### src/mlk_pkg.sv
// ----------------------------------------------------------------------------
// mlk_pkg
// types, constants and the letter table of the morse letter keyer
// ----------------------------------------------------------------------------
package mlk_pkg;

  localparam int DOT_W = 8;
  localparam int DUR_W = 11;

  localparam logic [DOT_W-1:0] DOT_MIN   = 8'd20;
  localparam logic [DOT_W-1:0] DOT_MAX   = 8'd200;
  localparam logic [DOT_W-1:0] DOT_RESET = 8'd100;

  localparam logic [7:0] CH_FOLD  = 8'h60;
  localparam logic [7:0] CASE_OFS = 8'h20;
  localparam logic [7:0] CH_SPACE = 8'h20;
  localparam logic [7:0] CH_LO    = 8'h40;
  localparam logic [7:0] CH_HI    = 8'h5B;
  localparam logic [7:0] CH_A     = 8'h41;

  localparam logic [1:0] ELEM_NONE = 2'd0;
  localparam logic [1:0] ELEM_DOT  = 2'd1;
  localparam logic [1:0] ELEM_TWO  = 2'd2;
  localparam logic [1:0] ELEM_DASH = 2'd3;

  typedef struct packed {
    logic             key_on;
    logic [DUR_W-1:0] duration;
    logic             last_segment;
  } seg_t;

  // four 2-bit element codes per letter, first element in bits 7..6
  function automatic logic [7:0] letter_code(input logic [4:0] idx);
    logic [7:0] c;
    unique case (idx)
      5'd0:    c = 8'h70;
      5'd1:    c = 8'hD5;
      5'd2:    c = 8'hDD;
      5'd3:    c = 8'hD4;
      5'd4:    c = 8'h40;
      5'd5:    c = 8'h5D;
      5'd6:    c = 8'hF4;
      5'd7:    c = 8'h55;
      5'd8:    c = 8'h50;
      5'd9:    c = 8'h7F;
      5'd10:   c = 8'hDC;
      5'd11:   c = 8'h75;
      5'd12:   c = 8'hF0;
      5'd13:   c = 8'hD0;
      5'd14:   c = 8'hFC;
      5'd15:   c = 8'h7D;
      5'd16:   c = 8'hF7;
      5'd17:   c = 8'h74;
      5'd18:   c = 8'h54;
      5'd19:   c = 8'hC0;
      5'd20:   c = 8'h5C;
      5'd21:   c = 8'h57;
      5'd22:   c = 8'h7C;
      5'd23:   c = 8'hD7;
      5'd24:   c = 8'hDF;
      5'd25:   c = 8'hF5;
      default: c = 8'h00;
    endcase
    return c;
  endfunction

  // move the non-empty elements to the top, so a zero pair marks the end
  function automatic logic [7:0] compact_code(input logic [7:0] c);
    logic [7:0] r;
    int         n;
    r = '0;
    n = 0;
    for (int k = 3; k >= 0; k--) begin
      if (c[2*k +: 2] != ELEM_NONE) begin
        r[2*(3-n) +: 2] = c[2*k +: 2];
        n = n + 1;
      end
    end
    return r;
  endfunction

endpackage

### src/mlk_ifs.sv
// ----------------------------------------------------------------------------
// mlk_ifs
// valid/ready channels of the morse letter keyer
// ----------------------------------------------------------------------------
interface mlk_cfg_if;
  logic       valid;
  logic       ready;
  logic [7:0] dot_length;
  modport source (output valid, output dot_length, input ready);
  modport sink (input valid, input dot_length, output ready);
endinterface

interface mlk_char_if;
  logic       valid;
  logic       ready;
  logic [7:0] character;
  modport source (output valid, output character, input ready);
  modport sink (input valid, input character, output ready);
endinterface

interface mlk_seg_if;
  logic        valid;
  logic        ready;
  logic        key_on;
  logic [10:0] duration;
  logic        last_segment;
  modport source (output valid, output key_on, output duration, output last_segment,
                  input ready);
  modport sink (input valid, input key_on, input duration, input last_segment,
                output ready);
endinterface

### src/morse_letter_keyer_top.sv
// ----------------------------------------------------------------------------
// morse_letter_keyer_top
// turns message bytes into timed morse key segments
// ----------------------------------------------------------------------------
// channels: cfg writes the dot length (saturated to 20..200, reset 100) and is
// always ready; write it only while no character is in flight. char_in takes
// one message byte per beat; seg_out gives one key segment per beat, with
// last_segment set on the final segment of a character.
// a space gives one segment, a letter 2 * elements + 1 (at most nine), any
// other byte none.
// a character's first segment passes the generator state and then the output
// register. segments follow one per cycle while seg_out is ready, so a letter
// occupies the segment generator for its 3 to 9 segments, and the next
// character is taken in the cycle that its predecessor's last segment moves
// into the output register; a byte with no segments leaves the generator idle.
// a stall on seg_out holds the output register and the generator; char_in
// drops ready until the current character's last segment has moved on.
// reset (synchronous) empties the generator and output register and sets the
// dot length back to 100.
// ----------------------------------------------------------------------------
module morse_letter_keyer_top
  import mlk_pkg::*;
(
  input logic        clk,
  input logic        rst,
  mlk_cfg_if.sink    cfg,
  mlk_char_if.sink   char_in,
  mlk_seg_if.source  seg_out
);

  logic [DOT_W-1:0] dot;
  logic [DOT_W-1:0] dot_sat;

  // segment generator state
  logic       busy;
  logic       space;
  logic       off_phase;
  logic [7:0] rem;

  // decode of the incoming byte
  logic [7:0] ch_fold;
  logic [7:0] ch_ofs;
  logic       dec_space;
  logic       dec_letter;
  logic [7:0] dec_code;

  logic [DUR_W-1:0] dot1;
  logic [DUR_W-1:0] dot3;
  logic [DUR_W-1:0] dot7;
  logic [DUR_W-1:0] elem_dur;
  seg_t             seg_cur;
  seg_t             seg_q;
  logic             out_valid;
  logic             advance;
  logic             accept;

  assign cfg.ready = 1'b1;

  always_comb begin
    priority if (cfg.dot_length < DOT_MIN) begin
      dot_sat = DOT_MIN;
    end else if (cfg.dot_length > DOT_MAX) begin
      dot_sat = DOT_MAX;
    end else begin
      dot_sat = cfg.dot_length;
    end
  end

  always_comb begin
    ch_fold    = (char_in.character > CH_FOLD) ? char_in.character - CASE_OFS
                                               : char_in.character;
    ch_ofs     = ch_fold - CH_A;
    dec_space  = (ch_fold == CH_SPACE);
    dec_letter = (ch_fold > CH_LO) && (ch_fold < CH_HI);
    dec_code   = compact_code(letter_code(ch_ofs[4:0]));
  end

  always_comb begin
    dot1 = {{(DUR_W-DOT_W){1'b0}}, dot};
    dot3 = dot1 + (dot1 << 1);
    dot7 = (dot1 << 3) - dot1;
    unique case (rem[7:6])
      ELEM_DOT:  elem_dur = dot1;
      ELEM_TWO:  elem_dur = dot1 << 1;
      ELEM_DASH: elem_dur = dot3;
      default:   elem_dur = dot3;
    endcase
  end

  always_comb begin
    priority if (space) begin
      seg_cur = '{key_on: 1'b0, duration: dot7, last_segment: 1'b1};
    end else if (off_phase) begin
      seg_cur = '{key_on: 1'b0, duration: dot1, last_segment: 1'b0};
    end else if (rem[7:6] != ELEM_NONE) begin
      seg_cur = '{key_on: 1'b1, duration: elem_dur, last_segment: 1'b0};
    end else begin
      // letter gap closes the character
      seg_cur = '{key_on: 1'b0, duration: dot3, last_segment: 1'b1};
    end
  end

  assign advance       = busy && (!out_valid || seg_out.ready);
  assign char_in.ready = !busy || (advance && seg_cur.last_segment);
  assign accept        = char_in.valid && char_in.ready;

  always_ff @(posedge clk) begin
    if (rst) begin
      dot       <= DOT_RESET;
      busy      <= 1'b0;
      out_valid <= 1'b0;
    end else begin
      if (cfg.valid) begin
        dot <= dot_sat;
      end
      if (accept) begin
        busy <= dec_space || dec_letter;
      end else if (advance && seg_cur.last_segment) begin
        busy <= 1'b0;
      end
      if (advance) begin
        out_valid <= 1'b1;
      end else if (seg_out.ready) begin
        out_valid <= 1'b0;
      end
    end
  end

  always_ff @(posedge clk) begin
    if (accept) begin
      space     <= dec_space;
      rem       <= dec_code;
      off_phase <= 1'b0;
    end else if (advance) begin
      if (off_phase) begin
        rem <= rem << 2;
      end
      off_phase <= !off_phase && !space && (rem[7:6] != ELEM_NONE);
    end
    if (advance) begin
      seg_q <= seg_cur;
    end
  end

  assign seg_out.valid        = out_valid;
  assign seg_out.key_on       = seg_q.key_on;
  assign seg_out.duration     = seg_q.duration;
  assign seg_out.last_segment = seg_q.last_segment;

endmodule

### src/flat_wrapper.sv
// flat-port wrapper written by rule: the top's interface ports become plain ports
module morse_letter_keyer_top_flat import mlk_pkg::*;
  (clk, rst, cfg_valid, cfg_dot_length, cfg_ready, char_in_valid, char_in_character, char_in_ready, seg_out_valid, seg_out_key_on, seg_out_duration, seg_out_last_segment, seg_out_ready);
  mlk_cfg_if cfg_i ();
  mlk_char_if char_in_i ();
  mlk_seg_if seg_out_i ();
  input logic clk;
  input logic rst;
  input wire logic [$bits(cfg_i.valid)-1:0] cfg_valid;
  input wire logic [$bits(cfg_i.dot_length)-1:0] cfg_dot_length;
  output wire logic [$bits(cfg_i.ready)-1:0] cfg_ready;
  input wire logic [$bits(char_in_i.valid)-1:0] char_in_valid;
  input wire logic [$bits(char_in_i.character)-1:0] char_in_character;
  output wire logic [$bits(char_in_i.ready)-1:0] char_in_ready;
  output wire logic [$bits(seg_out_i.valid)-1:0] seg_out_valid;
  output wire logic [$bits(seg_out_i.key_on)-1:0] seg_out_key_on;
  output wire logic [$bits(seg_out_i.duration)-1:0] seg_out_duration;
  output wire logic [$bits(seg_out_i.last_segment)-1:0] seg_out_last_segment;
  input wire logic [$bits(seg_out_i.ready)-1:0] seg_out_ready;
  assign cfg_i.valid = cfg_valid;
  assign cfg_i.dot_length = cfg_dot_length;
  assign cfg_ready = cfg_i.ready;
  assign char_in_i.valid = char_in_valid;
  assign char_in_i.character = char_in_character;
  assign char_in_ready = char_in_i.ready;
  assign seg_out_valid = seg_out_i.valid;
  assign seg_out_key_on = seg_out_i.key_on;
  assign seg_out_duration = seg_out_i.duration;
  assign seg_out_last_segment = seg_out_i.last_segment;
  assign seg_out_i.ready = seg_out_ready;
  morse_letter_keyer_top u_core (.clk(clk), .rst(rst), .cfg(cfg_i), .char_in(char_in_i), .seg_out(seg_out_i));
endmodule
### config.mk
export PLATFORM = sky130hd
export DESIGN_NAME = morse_letter_keyer_top_flat
export DESIGN_NICKNAME = d
export VERILOG_FILES = /design/src/mlk_pkg.sv /design/src/mlk_ifs.sv /design/src/morse_letter_keyer_top.sv /design/src/flat_wrapper.sv
export SDC_FILE = /design/constraint.sdc
export NUM_CORES = 1
export LEC_CHECK = 0
export ABC_AREA = 1
export BUFFER_PORTS_ARGS = -buffer_cell sky130_fd_sc_hd__buf_2
export CAP_MARGIN = 5
export CORE_ASPECT_RATIO = 1.75
export CORE_MARGIN = 1.5
export CORE_UTILIZATION = 55
export DETAILED_ROUTE_END_ITERATION = 8
export HOLD_SLACK_MARGIN = 0.06
export PLACE_DENSITY_LB_ADDON = 0.25
export SLEW_MARGIN = 20
export SYNTH_ARGS = -nofsm -noshare
export SYNTH_HDL_FRONTEND = slang
export SYNTH_SLANG_ARGS = --single-unit
export TNS_END_PERCENT = 100
### constraint.sdc
create_clock -name clk -period 11.67 [get_ports clk]
set_input_delay 1.7505 -clock clk [delete_from_list [all_inputs] [get_ports clk]]
set_output_delay 1.7505 -clock clk [all_outputs]
set_load 0.005 [all_outputs]
==> flow_metrics.env, run 1 <==
export IMPL_critPathKind="in2reg"
export IMPL_clock_path_buffers=2
export IMPL_finalSetupViolCount=0
export IMPL_multi_input_area_um2=2078
export IMPL_vias=3328
export IMPL_die_x_um=61.43
export IMPL_drtAntennaViolNets=0
export IMPL_finalWirelength_um=8177
export IMPL_drtPass1Iterations=6
export IMPL_insertion_delay_ns=0.28
export IMPL_cts_sinks=33
export IMPL_wire_per_inst_um=13.95
export IMPL_rr_worst_depth=9
export IMPL_clkTransAtPathRegs_ns=0.07
export IMPL_hold_buffers=0
export IMPL_fillers=593
export IMPL_gr_total_overflow=0
export IMPL_final_min_clock_period_ns=5.718
export IMPL_slowest_delay_ns=0.60
export IMPL_timing_final_crit_share_pct=48.99
export IMPL_finalInstanceArea_um2=3612
export IMPL_max_freq_mhz=174.9
export IMPL_p_per_area_nw_per_um2=108.3
export IMPL_h_tree_depth=2
export IMPL_synthFlopType="edfxtp_1"
export IMPL_fin_cells=586
export IMPL_final_cell_mix="nand2_1 (108), inv_1 (66), nand3_1 (43), a21oi_1 (39), buf_2 (35)"
export IMPL_endpoint_kind="flip-flop"
export IMPL_cts_tree="built"
export IMPL_dpl_cell_area_um2=3521
export IMPL_nets=561
export IMPL_num_io_pins=37
export IMPL_synth_area_um2=3286
export IMPL_crit_top_cell="nand2_1"
export IMPL_start_kind="input port"
export IMPL_postCtsSetupRepairBufs=0
export IMPL_dieArea_um2=6465
export IMPL_ir_drop_uv=69.39
export IMPL_whs_path_depth=2
export IMPL_first_global_vias=3254
export IMPL_clock_root_buffer="clkbuf_8"
export IMPL_diodes=0
export IMPL_core_um2=5833
export IMPL_synth_area_per_cell_um2=6.961
export IMPL_dp_cells=578
export IMPL_grt_total_usage_pct=27.35
export IMPL_ys_seq_elements=33
export IMPL_antenna_found_initial=0
export IMPL_max_slew_worst_pin_slew_ns=0.8390
export IMPL_async_flop_share_pct=0
export IMPL_syn_nets=526
export IMPL_hold_class="reg2reg"
export IMPL_start_util_pct=56.33
export IMPL_layout_commonest_cell="nand2_1"
export IMPL_routabilityCongestion=0.9562
export IMPL_vias_per_cell=5.679
export IMPL_maxCapViolations=0
export IMPL_synth_edf_count=22
export IMPL_maxSlewViolCount=0
export IMPL_final_setup_tns_ns=0
export IMPL_yosysSeqAreaShare_pct=26.81
export IMPL_numCtsBuffers=5
export IMPL_register_area_um2=880.8
export IMPL_grt_max_degree=16
export IMPL_slowest_stage="nor3b_1"
export IMPL_ctsResizeCount=0
export IMPL_area_delta_synth_final_pct=9.939
export IMPL_drt_iter0_drc=312
export IMPL_fin_skew_ns=0.008633
export IMPL_die_y_um=105.2
export IMPL_synthCells=472
export IMPL_rsz0062_at_grt="no"
export IMPL_finalHoldViolations=0
export IMPL_cp_arrival_ns=5.82
export IMPL_dp_hpwl_um=6650
export IMPL_leakage_nw=1.793
export IMPL_whs_ns=0.5122
export IMPL_fin_util_pct=61.93
export IMPL_critPathRequiredTime_ns=11.78
export IMPL_grt_pass1_wl_um=13790
export IMPL_drive_gt1_share_pct=15.35
export IMPL_numPortBuffers=35
export IMPL_slew_headroom_pct=43.86
export IMPL_route_detailed_drc=0
export IMPL_crit_fanout=11
export IMPL_synthDistinctLibCells=43
export IMPL_outcome="complete, no violations"
export IMPL_rows=37
export IMPL_ys_warnings_count=0
-- worst paths after layout --
kind	start	endpoint	slack, ns
worst max-delay path	char_in_character[0]	u_core.rem[1]	5.95
worst min-delay path	u_core.busy	u_core.seg_out.valid	0.51
worst max register to register	u_core.dot[0]	u_core.seg_out.duration[7]	9.15
worst min register to register	u_core.busy	u_core.seg_out.valid	0.51
-- Yosys cell counts (all sizes together) (3+ instances only) --
| cell | n | area, um2 |
|---|---|---|
| a22oi | 4 | 30.03 |
| o211ai | 6 | 45.04 |
| inv | 76 | 285.3 |
| nor3 | 5 | 25.02 |
| o21ai | 26 | 130.1 |
| ha | 32 | 400.4 |
| edfxtp | 22 | 660.6 |
| clkbuf | 5 | 18.77 |
| nand3b | 3 | 22.52 |
| nor2 | 34 | 157.6 |
| xnor2 | 3 | 26.28 |
| nand3 | 45 | 235.2 |
| nand4 | 7 | 58.81 |
| dfxtp | 11 | 220.2 |
| xor2 | 4 | 35.03 |
| a21oi | 39 | 195.2 |
| nand2 | 124 | 525.5 |
| o31ai | 3 | 22.52 |
| o221ai | 4 | 35.03 |
-- kinds of logic after synthesis --
group / Yosys count / synth area share [%]
buffers and inverters: 84 / 9.939
other: 1 / 0.1141
xor gates and xnor gates: 7 / 1.866
adders and majority gates: 33 / 12.80
DFF: 33 / 26.81
and+or+nand+nor: 219 / 31.42
AOI/OAI and AO/OA: 95 / 17.06
-- through the flow --
stage                     setup slack, ns  total power (W)
after floorplan                     6.293        0.0002651
after global placement              5.858        0.0002987
after detailed placement            5.705        0.0003022
after CTS                           5.989        0.0003886
after global routing                5.487        0.0004192
final                               5.952        0.0003913
-- report_power, final --
group	leakage (nW)	switching, W	internal (W)
Clock	0.0486	0.0000413	0.0000467
Combinational	1.44	0.000107	0.0000565
Sequential	0.302	0.00000559	0.000134
-- state kept, by name, indices dropped and copies added, names as in the netlist --
signal                       cells
u_core.dot                       8
u_core.seg_out.valid             1
u_core.busy                      1
u_core.seg_out.duration         11
u_core.rem                       8
u_core.seg_out.key_on            1
u_core.seg_out.last_segment      1
u_core.off_phase                 1
u_core.space                     1
-- final cells by class --
class	count	share of cell area [%]
Clock buffer	6	2.286
Sequential cell	33	24.39
Tap cell	78	2.702
Multi-Input combinational cell	355	57.53
Timing Repair Buffer	35	4.849
Clock inverter	2	0.2425
Inverter	77	8.001
-- layer usage --
layer / share of wire, % / track usage [%]
met5: 0 / 0
met4: 5.1 / 13.37
met3: 3.2 / 3.436
met2: 55 / 51.52
met1: 36 / 27.15
-- critical path, delay by kind of cell --
| family | cells | cell delay (ns) |
|---|---|---|
| AND/OR/NAND/NOR | 14 | 2.05 |
| adder cells (fa/ha/maj) | 3 | 0.93 |
| buffers and inverters | 7 | 0.76 |
| AO/OA/AOI/OAI | 2 | 0.33 |
Note: power is estimated with default switching activity, not from simulation.
==> run 2: changes to the inputs <==
--- a/config.mk
+++ b/config.mk
@@ -5,7 +5,7 @@
 export SDC_FILE = /design/constraint.sdc
 export NUM_CORES = 1
 export LEC_CHECK = 0
-export ABC_AREA = 1
+export ABC_AREA = 0
 export BUFFER_PORTS_ARGS = -buffer_cell sky130_fd_sc_hd__buf_2
 export CAP_MARGIN = 5
 export CORE_ASPECT_RATIO = 1.75
==> constraint.sdc (replaced) <==
create_clock -name clk -period 5.3 [get_ports clk]
set_input_delay 0.795 -clock clk [delete_from_list [all_inputs] [get_ports clk]]
set_output_delay 0.795 -clock clk [all_outputs]
set_load 0.005 [all_outputs]
==> flow_metrics.env, run 2 <==
export IMPL_outcome="complete, no violations"
export IMPL_grt_pass1_wl_um=16250
export IMPL_synthAdderAreaFrac_pct=11.40
export IMPL_area_delta_synth_final_pct=12.38
export IMPL_whs_ns=0.5010
export IMPL_rsz0062_at_grt="no"
export IMPL_vias=3613
export IMPL_async_flop_share_pct=0
export IMPL_min_delay_start="u_core.busy"
export IMPL_final_cell_mix="inv_1 (38), nand2_1 (36), buf_2 (35), ha_1 (31), nor2_1 (30)"
export IMPL_grt_total_usage_pct=28.52
export IMPL_h_tree_depth=2
export IMPL_slew_headroom_pct=25.83
export IMPL_synthSimpleGateAreaFrac_pct=20.42
export IMPL_cp_arrival_ns=4.96
export IMPL_timing_final_crit_share_pct=93.19
export IMPL_reg2reg_from="u_core.dot[2]"
export IMPL_maxSlewViolCount=0
export IMPL_finalHoldViolations=0
export IMPL_synth_xor_area_share_pct=2.341
export IMPL_crit_cells=21
export IMPL_finalWirelength_um=9852
export IMPL_clock_root_buffer="clkbuf_16"
export IMPL_synthFlopType="edfxtp_1"
export IMPL_synthCells=451
export IMPL_drtAntennaViolNets=0
export IMPL_path_buf_inv=5
export IMPL_rows=39
export IMPL_nets=542
export IMPL_hold_class="reg2reg"
export IMPL_route_detailed_drc=0
export IMPL_slowest_delay_ns=0.40
export IMPL_clkTransAtPathRegs_ns=0.05
export IMPL_ys_seq_elements=33
export IMPL_leakage_nw=1.723
export IMPL_critPathKind="in2reg"
export IMPL_fin_skew_ns=0.005910
export IMPL_synth_top_family_by_area="compound AO/OA/AOI/OAI gates"
export IMPL_cts_tree="built"
export IMPL_whs_path_depth=2
export IMPL_antenna_found_initial=0
export IMPL_start_util_pct=56.83
export IMPL_postCtsSetupRepairBufs=0
export IMPL_wire_per_inst_um=17.25
export IMPL_layout_commonest_cell="inv_1"
export IMPL_first_global_vias=3608
export IMPL_slowest_stage="or3_1"
export IMPL_die_y_um=111.3
export IMPL_dp_hpwl_um=7767
export IMPL_crit_family="simple AND/OR/NAND/NOR gates"
export IMPL_hold_buffers=0
export IMPL_ctsResizeCount=0
export IMPL_syn_nets=505
export IMPL_synth_compound_area_share_pct=30.80
export IMPL_ir_drop_uv=150.5
export IMPL_ys_top_cells_by_area="edfxtp_1 (18%), ha_1 (11%), dfxtp_1 (6.0%)"
export IMPL_vias_per_cell=6.327
export IMPL_grt_max_degree=31
export IMPL_yosysSeqAreaShare_pct=23.88
export IMPL_fin_util_pct=63.87
export IMPL_cp_startpoint="char_in_character[0]"
export IMPL_largest_reg_flops=11
export IMPL_dieArea_um2=7226
export IMPL_final_min_clock_period_ns=4.939
export IMPL_start_kind="input port"
export IMPL_yosys_area_top_type="edfxtp_1"
export IMPL_critPathRequiredTime_ns=5.32
export IMPL_routabilityCongestion=0.9573
export IMPL_crit_fanout=6
export IMPL_finalSetupViolCount=0
export IMPL_drtPass1Iterations=5
export IMPL_clock_path_buffers=2
export IMPL_synth_edf_count=22
export IMPL_synthDistinctLibCells=85
export IMPL_drt_iter0_drc=230
export IMPL_max_slew_worst_pin_slew_ns=1.113
export IMPL_total_power_w=0.0009704
export IMPL_drive_gt1_share_pct=16.36
export IMPL_insertion_delay_ns=0.29
export IMPL_fillers=581
export IMPL_numCtsBuffers=5
export IMPL_worst_r2r_setup_slack_ns=1.96
export IMPL_numPortBuffers=35
export IMPL_diodes=0
export IMPL_dpl_cell_area_um2=3984
export IMPL_synth_area_um2=3689
export IMPL_p_per_area_nw_per_um2=234.1
export IMPL_num_io_pins=37
export IMPL_crit_chain="buf_2, inv_1, buf_4, ha_1, nand2b_1, a2bb2oi_1, and2_1, mux2_2, nor3_1, ha_1, inv_1, a21oi_1, nand2_1, inv_1, ha_1, nor4bb_1, a31oi_1, or3_1, a2111oi_4, o21a_1, o311ai_2"
export IMPL_yosys_top_cells_count="inv_1 (38), nand2_1 (36), ha_1 (32)"
export IMPL_gr_total_overflow=0
export IMPL_rr_worst_depth=9
export IMPL_synth_top_area_share_pct=17.91
export IMPL_finalInstanceArea_um2=4145
export IMPL_die_x_um=64.91
export IMPL_maxCapViolations=0
export IMPL_endpoint_kind="flip-flop"
export IMPL_cts_sinks=33
export IMPL_core_um2=6490
export IMPL_max_freq_mhz=202.5
export IMPL_synth_most_common_cell="inv_1"
export IMPL_ys_warnings_count=0
export IMPL_synth_mux_area_fraction_pct=3.596
export IMPL_synth_area_per_cell_um2=8.179
==> run 2: changes by cell type in the layout (fill, tap and decap cells not counted), sizes merged, moves of 9 or more <==
cell / previous run / this run
buf: 35 / 54
nand2: 124 / 36
a211oi: 0 / 9
nand2b: 0 / 10
nand3: 45 / 10
a21oi: 39 / 27
inv: 76 / 38
mux2i: 0 / 11
nor3: 5 / 14
==> run 2: path summary, 6_finish.rpt <==
kind / to
min: u_core.seg_out.valid
min reg2reg: u_core.seg_out.valid
max: u_core.rem[6]
max reg2reg: u_core.seg_out.duration[8]
==> run 2: metal layers <==
metal | global-route usage [%] | vias to the layer above | wire length [um]
li1 | - | 1768 | -
met1 | 25.26 | 1686 | 3378
met2 | 56.01 | 115 | 5529
met3 | 2.424 | 44 | 277
met4 | 21.13 | 0 | 667
met5 | 0 | - | 0
==> run 2: power breakdown <==
group	switching [W]	total [W]	internal, W
combinational	0.000226	0.000383	0.000156
sequential	0.0000159	0.000312	0.000296
clock	0.000103	0.000276	0.000172
total	0.000346	0.000970	0.000625
==> run 2: logic make-up after synthesis <==
logic type,Yosys count
other,1
AOI/OAI and AO/OA,155
adders and majority gates,33
buffers and inverters,64
xor gates and xnor gates,9
DFF,33
muxes,13
and+or+nand+nor,143
==> run 2: stage by stage <==
stage               worst slack [ns]  cells  setup TNS [ns]
floorplan                    0.02263    451               0
detailed placement          -0.09137    563         -0.1671
CTS                           0.2027    571               0
global placement              0.1561    563               0
global route                 0.07731    571               0
finish                        0.3607    571               0
==> run 2: layout make-up <==
cell class | instances | area (um2) | share of cell area (%)
Sequential cell | 33 | 880.8 | 21.25
Inverter | 40 | 150.1 | 3.622
Tap cell | 82 | 102.6 | 2.475
Multi-Input combinational cell | 354 | 2557 | 61.70
Clock inverter | 1 | 3.754 | 0.09055
Clock buffer | 7 | 132.6 | 3.200
Timing Repair Buffer | 54 | 317.8 | 7.667
==> run 2: worst reg2reg max path: cells and delay by family (launching register included) <==
kind                       cells  cell delay [ns]
adders and majority gates      1             0.31
buffers and inverters          1             0.21
AOI/OAI and AO/OA              6             1.88
and+or+nand+nor                1             0.10
DFF                            1             0.55
